### src/ppa_divider.sv
// ppa_divider: shared unsigned restoring divider, one quotient bit per cycle.
// No dependencies.
module ppa_divider (
  input  logic        clk_i,
  input  logic        rst_ni,
  input  logic        start_i,
  input  logic [63:0] num_i,
  input  logic [35:0] den_i,
  output logic        busy_o,
  output logic [63:0] quot_o
);
  logic [63:0] quot_q, quot_d;
  logic [36:0] rem_q, rem_d;
  logic [35:0] den_q, den_d;
  logic [6:0]  cnt_q, cnt_d;
  logic [36:0] trial;

  always_comb begin
    quot_d = quot_q;
    rem_d  = rem_q;
    den_d  = den_q;
    cnt_d  = cnt_q;
    trial  = {rem_q[35:0], quot_q[63]};
    if (start_i) begin
      quot_d = num_i;
      rem_d  = '0;
      den_d  = den_i;
      cnt_d  = 7'd64;
    end else if (cnt_q != 7'd0) begin
      if (trial >= {1'b0, den_q}) begin
        rem_d = trial - {1'b0, den_q};
        quot_d = {quot_q[62:0], 1'b1};
      end else begin
        rem_d = trial;
        quot_d = {quot_q[62:0], 1'b0};
      end
      cnt_d = cnt_q - 7'd1;
    end
  end

  always_ff @(posedge clk_i or negedge rst_ni) begin
    if (!rst_ni) begin
      cnt_q <= '0;
    end else begin
      cnt_q <= cnt_d;
    end
  end

  always_ff @(posedge clk_i) begin
    quot_q <= quot_d;
    rem_q  <= rem_d;
    den_q  <= den_d;
  end

  assign busy_o = (cnt_q != 7'd0) || start_i;
  assign quot_o = quot_q;
endmodule

### config.mk
export PLATFORM = sky130hd
export DESIGN_NAME = ppa_divider
export DESIGN_NICKNAME = d
export VERILOG_FILES = /design/src/ppa_divider.sv
export SDC_FILE = /design/constraint.sdc
export NUM_CORES = 1
export LEC_CHECK = 0
export ABC_AREA = 1
export CORE_AREA = 8 8 123 147
export CTS_CLUSTER_DIAMETER = 100
export DETAILED_ROUTE_END_ITERATION = 8
export DIE_AREA = 0 0 131 155
export DONT_BUFFER_PORTS = 1
export PLACE_DENSITY_LB_ADDON = 0.2
export SLEW_MARGIN = 0
export SYNTH_ARGS = -nofsm -noshare
export SYNTH_HDL_FRONTEND = slang
export SYNTH_SLANG_ARGS = --single-unit
### constraint.sdc
create_clock -name clk_i -period 5.8 [get_ports clk_i]
set_input_delay 0.58 -clock clk_i [delete_from_list [all_inputs] [get_ports clk_i]]
set_output_delay 0.58 -clock clk_i [all_outputs]
set_load 0.02 [all_outputs]
==> impl_results.md, run 1 <==
* Run status: complete, no violations
* Die width at 131 um
* Synth top area cells: edfxtp_1, nand2_1, dfxtp_1
* Final routed DRC violation total at 0
* Synth Area in Simple Gates at between 30% and 40%
* Mux share of post-synthesis cell area at 0%
* Synth top area share at approximately a third
* DP HPWL at between 15 and 20 mm
* Final wirelength at 23.0 mm
* Distinct cells, synth at 37
* Vias per cell at around 5.2
* DRT antenna net count at 0
* Pin count of the biggest net entering global routing at approximately 100
* Core area at around 16,000 um^2
* Register bit total from synthesis at around 140
* Unrepaired setup endpoints after global routing: no
* Avg Inst Size Synth at approximately 7.4 um^2
* Inst Count DP at around 1,400
* Layout cells sized above 1 at 6.48%
* Die area at between 20,000 and 25,000 um^2
* Synth Warn # at 0
* Post-synth EDFFs at 100
* Clk_lat worst skew at around 420 ps
* Non-filler cells, final at ~1,400
* Layout area overhead at 8.18%
* CTS buffer count at 17
* PwrDens at ~500 nW/um^2
* TNS Setup at 0 ps
* Synth Cell Area at 8770 um^2
* Top cells by count, synth: nand2_1, inv_1, edfxtp_1
* Fin crit share at 64.3%
* Data arrival, critical path at roughly 3200 ps
* Resized cells post-CTS at 0
* GRT Total Usage at 23.4%
* Max_slew headroom at between 20% and 30%
* Initial antenna violation count at 0
* Crit path launch type: register
* Ant diodes at 0
* DRT Pass-1 Iters at 5
* Fin crit period at about 3700 ps
* Worst Setup End Kind: output pin
* Cell with the most instances after synthesis: nand2_1
* Grt ovf at 0
* Max_cap viols at 0
* Initial drt markers at about 560
* Final worst slack at 2070 ps
* Setup Skew at between 8 and 9 ps
* Vias in the first global route at 7,390
* Crit path kind: register to output pin
* Post-Synth Adder-Cell Area at approximately 5.5%
* FMAX at ~270 MHz
* Pre-CTS setup slack at roughly 2500 ps
* Routability cong. at slightly below 1
* CTS Buffer Depth at 2
* CTS H-tree lvls at 4
* Post-Synth XOR/XNOR Area at about 1.8%
* P_leak at 4.82 nW
* Synth Flop Type: edfxtp_1
* Chip Height at between 150 and 200 um
* Layout Nets at ~1,300
* Rows at 51
* Fillers at 1,480
* Num ports at roughly 170
* Largest family of logic cells by synthesized area: simple AND/OR/NAND/NOR gates
* Compound-Gate Fraction of Synth Area at approximately 4.0%
* Multi-input logic area at between 4000 and 5000 um^2
* Synth Instances at around 1,200
* VDD IR max at around 0.00024 V
* Vias at between 7,000 and 8,000
* FF/Latch Area at ~4000 um^2
* Ys async rst share at 4.90%
* HP Class: input pin to register
* Required @ worst endpoint at 5220 ps
* CP max FO at 57
* Clk root buf: clkbuf_16
* Worst-Margin Slew at about 1100 ps
* CTS tree: done
* Max-slew violations at 0
* Final Setup Violations at 0
* Syn Nets at between 1,000 and 1,500
* IO Port Bufs at 0
* DR WL/cell at 16.4 um
* First-pass GRT wire length at between 30 and 40 mm
* Post-synth top area cell: edfxtp_1
* Initial Utilization at 55.2%
* Clock transition at path regs at around 70 ps
* TritonCTS sink count at 143
* Register area share after synthesis at between 40 and 50%
* Final hold vios at 0
[final timing paths]
kind	end	start	slack, ps	depth (start not counted)
hold / removal	den_q[33]$_DFFE_PP_	den_i[33]	250	0
max in group asynchronous	cnt_q[5]$_DFFE_PN0P_	rst_ni	5060	1
setup reg to reg	quot_o[25]$_DFFE_PP_	cnt_q[0]$_DFFE_PN0P_	2730	8
setup / recovery	busy_o	cnt_q[0]$_DFFE_PN0P_	2070	8
min in group asynchronous	cnt_q[0]$_DFFE_PN0P_	rst_ni	490	1
hold reg to reg	rem_q[33]$_SDFFE_PP0P_	rem_q[33]$_SDFFE_PP0P_	460	2
[stage by stage]
stage          utilization [%]  power [W]  hold slack (ps)  instance area (um^2)
5_1_grt                   59.7    0.00513              231                  9480
4_1_cts                   59.7    0.00477              222                  9480
2_1_floorplan                -    0.00321              284                  8770
6_report                  59.7    0.00476              250                  9480
3_3_place_gp              55.9    0.00361              285                  8880
3_5_place_dp              55.9    0.00363              285                  8880
[state kept, by name, summed over array words and instances, names as in the netlist]
| name | cells |
|---|---|
| quot_o | 64 |
| den_q | 36 |
| rem_q | 36 |
| cnt_q | 7 |
[report_power, final]
part           internal (W)  switching, W  total, W
Combinational      0.000717       0.00133   0.00205
Sequential          0.00135      0.000242   0.00159
Clock              0.000677      0.000452   0.00113
Total               0.00274       0.00202   0.00476
[layout by cell type, fill, tap and decap left out, drive strengths merged]
master | synthesis | routed
a21oi | 30 | 30
a31oi | 1 | 1
buf | 13 | 1
bufinv | 0 | 3
clkbuf | 16 | 18
clkinv | 1 | 9
dfrtp | 7 | 7
dfxtp | 36 | 36
dlygate4sd3 | 0 | 1
edfxtp | 100 | 100
fa | 1 | 1
ha | 37 | 37
inv | 184 | 187
nand2 | 500 | 500
nand3 | 107 | 107
nand3b | 12 | 12
nand4 | 7 | 7
nor2 | 64 | 64
nor3 | 10 | 10
nor4 | 1 | 1
o21a | 2 | 2
o21ai | 30 | 30
o21bai | 3 | 3
o22ai | 1 | 1
or2 | 2 | 2
xnor2 | 17 | 17
xor2 | 1 | 1
[routing by layer]
metal | share of wire, % | wire length, um | up-vias | GRT usage (%)
met3 | 9.0 | 2070 | 34 | 8.08
met5 | 0 | 0 | - | 0
met1 | 40 | 9280 | 3284 | 27.2
met4 | 2.7 | 622 | 0 | 8.33
met2 | 48 | 11000 | 288 | 38.9
li1 | - | - | 3708 | -
[cells by family (layout without fill, tap and decap cells)]
family,after synthesis,count (layout)
fa+ha+maj,38,38
simple gates,703,703
buf+inv,214,219
flops,143,143
xor+xnor,18,18
compound gates,67,67
[what timing repair did]
item / in CTS / in global routing
setup buffers: 0 / 0
endpoints found under the hold margin: 7 / 0
hold buffers: 1 / 0
[worst max-delay path: stages, from the launching register on]
cell and delay (ps):
dfrtp_1 380, inv_1 80, ha_1 200, nand4_1 130, nor2_1 260, inv_1 130, nor2_4 390, clkinv_2 570
buf_4 550
[cell type report]
cell class,count,share of cell area (%)
Inverter,185,7.34
Clock buffer,18,4.53
Sequential cell,143,41.1
Tap cell,212,2.80
Multi-Input combinational cell,826,42.3
Timing Repair Buffer,2,0.185
Clock inverter,14,1.73
(Power assumes the default switching activity.)
==> inputs of run 2 (changes only) <==
==> constraint.sdc (replaced) <==
create_clock -name clk_i -period 3.7 [get_ports clk_i]
set_input_delay 0.37 -clock clk_i [delete_from_list [all_inputs] [get_ports clk_i]]
set_output_delay 0.37 -clock clk_i [all_outputs]
set_load 0.02 [all_outputs]
==> run 2 against run 1 <==
Clock power increased by 48%. Final cell count increased by 0.14%. Combinational power increased by 57%. Non-clock buffer count increased by 2. Sequential share of layout area increased by 0.098 points. Clock skew increased by 2.9 ps. Register-to-register slack got worse by 1700 ps.
==> impl_results.md, run 2 (synthesis gave the netlist of run 1 again) <==
* Final Instance Area at 9460 um^2
* Max_cap viols at 0
* Worst r2r src: quot_o[63]$_DFFE_PP_
* P_leak at just under 5 nW
* Commonest non-fill, non-tap cells in the layout: nand2_1, inv_1, edfxtp_1, nand3_1, nor2_1
* Rows at roughly 50
* TNS Setup at 0 ps
* Final routed DRC violation total at 0
* Max_slew headroom at roughly 24%
* Final Setup Violations at 0
* Hold path cells at 0
* Reg-to-reg slack, setup at ~1100 ps
* Core area at between 15,000 and 20,000 um^2
* Worst Setup End Kind: output pin
* TritonCTS sink count at roughly 140
* Clk_lat worst skew at 430 ps
* Ant diodes at 0
* Vias per cell at 5.23
* GRT Total Usage at a little under a quarter
* Chip Height at about 160 um
* Setup Skew at 11.3 ps
* Setup Buffers After CTS at 0
* Worst reg2reg endpoint: rem_q[22]$_SDFFE_PP0P_
* Initial drt markers at 439
* Unrepaired setup endpoints after global routing: no
* Final wirelength at 23.0 mm
* DR WL/cell at 16.4 um
* Num ports at approximately 170
* CTS buffer count at 17
* Initial Utilization at roughly 55%
* Pre-CTS setup slack at approximately 1100 ps
* Layout Nets at ~1,300
* Final hold vios at 0
* DRT antenna net count at 0
* Initial antenna violation count at 1
* Reg2reg path depth at 15
* DP HPWL at ~17 mm
* Routability cong. at roughly 1
* Fin crit share at about four fifths
* DP Area at ~9000 um^2
* Final worst slack at a little under 800 ps
* VDD IR max at around 0.00034 V
* Clock transition at path regs at 70 ps
* Crit path to: busy_o
* Hold Crit Start: den_i[34]
* Vias in the first global route at roughly 7,300
* Data arrival, critical path at 2550 ps
* Pin count of the biggest net entering global routing at 104
* Grt ovf at 0
* Layout cells sized above 1 at roughly 6.6%
* First-pass GRT wire length at around 36 mm
* CTS tree: done
* Most common cell after layout, fill and taps aside: nand2_1
* Die width at 131 um
* Fillers at between 1,500 and 2,000
* Resized cells post-CTS at 0
* Post-layout power at ~0.0074 W
* Fin crit period at between 2000 and 3000 ps
* Largest register FFs at 64
* Crit path kind: register to output pin
* CTS H-tree lvls at 4
* Clk root buf: clkbuf_16
* Crit path launch type: register
* FMAX at roughly 340 MHz
* PwrDens at 780 nW/um^2
* CTS hold repair buffers at 2
* CP max FO at 87
* Max-slew violations at 0
* CTS Buffer Depth at 2
* CP startpoint: cnt_q[0]$_DFFE_PN0P_
* Worst-Margin Slew at approximately 1100 ps
* DRT Pass-1 Iters at 5
* Layout area overhead at 7.92%
* Run status: complete, no violations
* Required @ worst endpoint at 3330 ps
* HP Class: input pin to register
* IO Port Bufs at 0
* Vias at ~7,300
* Die area at between 20,000 and 25,000 um^2
[run 2: changes by cell type in the layout (fill, tap and decap cells not counted), sizes merged]
cell         delta
buf             +1
bufinv          -2
clkbuf          +3
clkinv          -4
clkinvlp        +2
dlygate4sd3     +1
inv             +1
[run 2: layout make-up]
cell class / instances / area, um^2 / share of cell area [%]
Clock buffer: 21 / 450 / 4.76
Clock inverter: 11 / 108 / 1.14
Inverter: 185 / 696 / 7.35
Multi-Input combinational cell: 826 / 4010 / 42.4
Sequential cell: 143 / 3900 / 41.2
Tap cell: 212 / 265 / 2.80
Timing Repair Buffer: 4 / 35.0 / 0.370
[run 2: routing by layer]
layer	share of wire (%)	vias to the layer above	track usage, %
met1	42	3299	27.5
met3	8.4	43	7.09
met2	47	270	37.7
li1	-	3716	-
met5	0.048	-	0
met4	3.0	2	10.1
[run 2: worst min-delay path by stage]
stage | to | slack (ps)
3_5_place_dp | cnt_q[5]$_DFFE_PN0P_ | 70
6_report | den_q[34]$_DFFE_PP_ | 30
2_1_floorplan | cnt_q[0]$_DFFE_PN0P_ | 70
3_3_place_gp | cnt_q[5]$_DFFE_PN0P_ | 70
5_1_grt | den_q[34]$_DFFE_PP_ | 20
4_1_cts | den_q[29]$_DFFE_PP_ | 20
[run 2: critical path, stage by stage, from the launching register on]
cell and delay, ps:
dfrtp_1 380, inv_1 80, ha_1 190, nand4_1 130, nor2_1 200, inv_1 120
nor2_4 420, clkinv_2 90, buf_4 470
[run 2: stage by stage]
stage          utilization (%)  instances  hold slack [ps]
2_1_floorplan                -       1183             74.4
3_3_place_gp              55.9       1368             74.8
3_5_place_dp              55.9       1368             74.7
4_1_cts                   59.5       1402             20.4
5_1_grt                   59.5       1402             17.3
6_report                  59.5       1402             32.2
[run 2: power by group]
group	switching (W)	internal, W	total [W]
logic	0.00209	0.00113	0.00322
clock network	0.000719	0.000951	0.00167
registers	0.000378	0.00211	0.00249
==> inputs of run 3 (changes only) <==
==> constraint.sdc (replaced) <==
create_clock -name clk_i -period 2.5 [get_ports clk_i]
set_input_delay 0.25 -clock clk_i [delete_from_list [all_inputs] [get_ports clk_i]]
set_output_delay 0.25 -clock clk_i [all_outputs]
set_load 0.02 [all_outputs]
==> run 3 against run 2 <==
First-iteration DRC count is 33% higher. Critical path depth is 4 higher. Clock skew is 0.78 ps lower. Die area stayed put. Clock-buffer cell count is 3 lower. Register-to-register slack worse by 880 ps.
==> impl_results.md, run 3 (synthesis gave the netlist of run 1 again) <==
* Run status: complete, no violations
* Ant diodes at 0
* DR WL/cell at around 17 um
* Max_slew headroom at around 60%
* Initial Utilization at between 50% and 60%
* CP max FO at 20
* Most common cell after layout, fill and taps aside: nand2_1
* Pin count of the biggest net entering global routing at about 70
* CTS H-tree lvls at 4
* CTS tree: done
* TNS Setup at 0 ps
* Clk root buf: clkbuf_16
* Worst-Margin Slew at slightly below 600 ps
* Max_cap viols at 0
* Unrepaired setup endpoints after global routing: no
* Final hold vios at 0
* Fin crit share at roughly 93%
* Die area at 20,300 um^2
* DP HPWL at ~18 mm
* Largest register FFs at 64
* Fin crit period at about 2300 ps
* Worst hold slack at a little over 10 ps
* Chip Height at around 160 um
* CTS buffer count at 17
* CTS Buffer Depth at 2
* Die width at roughly 130 um
* Clk_lat worst skew at about 430 ps
* Worst Setup End Kind: register
* Layout Nets at 1,376
* DRT Pass-1 Iters at 5
* Crit path kind: register to register
* Max-slew violations at 0
* Reg-to-reg slack, setup at between 150 and 200 ps
* Crit path launch type: register
* Worst reg2reg endpoint: rem_q[12]$_SDFFE_PP0P_
* P_leak at between 5 and 6 nW
* Vias in the first global route at 7,874
* Num ports at 168
* TritonCTS sink count at 143
* Vias at between 7,000 and 8,000
* VDD IR max at between 0.0005 and 0.0006 V
* Data arrival, critical path at between 2000 and 3000 ps
* FMAX at 431 MHz
* DRT antenna net count at 0
* Final wirelength at about 24 mm
* Worst Hold End: quot_o[22]$_DFFE_PP_
* Grt ovf at 0
* PwrDens at about 1100 nW/um^2
* Layout area overhead at 15.6%
* HP Class: input pin to register
* Commonest non-fill, non-tap cells in the layout: nand2_1, inv_1, edfxtp_1, nand3_1, nor2_1
* Hold Crit Start: num_i[22]
* First-pass GRT wire length at about 39 mm
* Clock transition at path regs at about 70 ps
* IO Port Bufs at 0
* Hold path cells at 2
* CP startpoint: rem_q[27]$_SDFFE_PP0P_
* Initial drt markers at around 580
* Routability cong. at around 0.98
* Initial antenna violation count at 0
* Rows at 51
* Setup Skew at around 11 ps
* GRT Total Usage at about 25%
* Reg2reg path depth at 12
* Required @ worst endpoint at 2800 ps
* Worst r2r src: rem_q[27]$_SDFFE_PP0P_
* Final Setup Violations at 0
* Final routed DRC violation total at 0
* Core area at roughly 16,000 um^2
* Vias per cell at roughly 5.2
* Layout cells sized above 1 at roughly 8.3%
run 3: worst max path at each step:
stage | endpoint | slack [ps] | depth (start not counted)
floorplan | quot_o[0]$_DFFE_PP_ | 120 | 8
global placement | rem_q[15]$_SDFFE_PP0P_ | 180 | 12
detailed placement | rem_q[32]$_SDFFE_PP0P_ | 170 | 18
CTS | busy_o | 80 | 8
global route | rem_q[9]$_SDFFE_PP0P_ | 20 | 13
finish | rem_q[12]$_SDFFE_PP0P_ | 180 | 12
run 3: repair_timing:
item                                    CTS  global route
hold endpoints to repair                 82             0
endpoints found under the setup margin    0            17
gates resized for setup                   0             5
hold buffers                             40             0
setup buffers                             0             2
run 3: per-stage QoR:
step	cell area, um^2	worst slack (ps)	instances	power (W)	utilization (%)
2_1_floorplan	8770	117	1183	0.00746	-
3_3_place_gp	9070	181	1386	0.00869	57.1
3_5_place_dp	9070	167	1386	0.00871	57.1
4_1_cts	10100	77.2	1458	0.0115	63.5
5_1_grt	10100	23.3	1460	0.0124	63.8
6_report	10100	178	1460	0.0116	63.8
run 3: layout make-up:
type                    count  area (um^2)
fillers                  1390         5760
multi-input cells         826         4020
flip-flops and latches    143         3900
inverters                 185          696
repair buffers             62          642
clock buffers              18          429
well taps                 212          265
clock inverters            14          181
run 3: report_power, final:
| part | total [W] | internal, W | switching [W] |
|---|---|---|---|
| logic | 0.00522 | 0.00196 | 0.00326 |
| registers | 0.00369 | 0.00312 | 0.000565 |
| clock network | 0.00268 | 0.00159 | 0.00109 |
| total | 0.0116 | 0.00667 | 0.00491 |
run 3: worst max-delay path: stages (launching register included):
cell     delay [ps]
dfxtp_1         340
ha_1            360
nand2_1         120
inv_1            60
a21oi_1         270
nand2_1         140
a21oi_1         250
nand2_2         120
nand2_4         100
buf_12          160
nand3_1         100
nand3_1         100
o21ai_1          60
run 3: per-layer routing:
layer,vias to the layer above,global-route usage (%),share of wire (%)
met5,-,0,0
met4,0,10.1,3.1
met3,57,7.36,7.6
met2,255,41.1,48
met1,3500,29.5,41
li1,3820,-,-
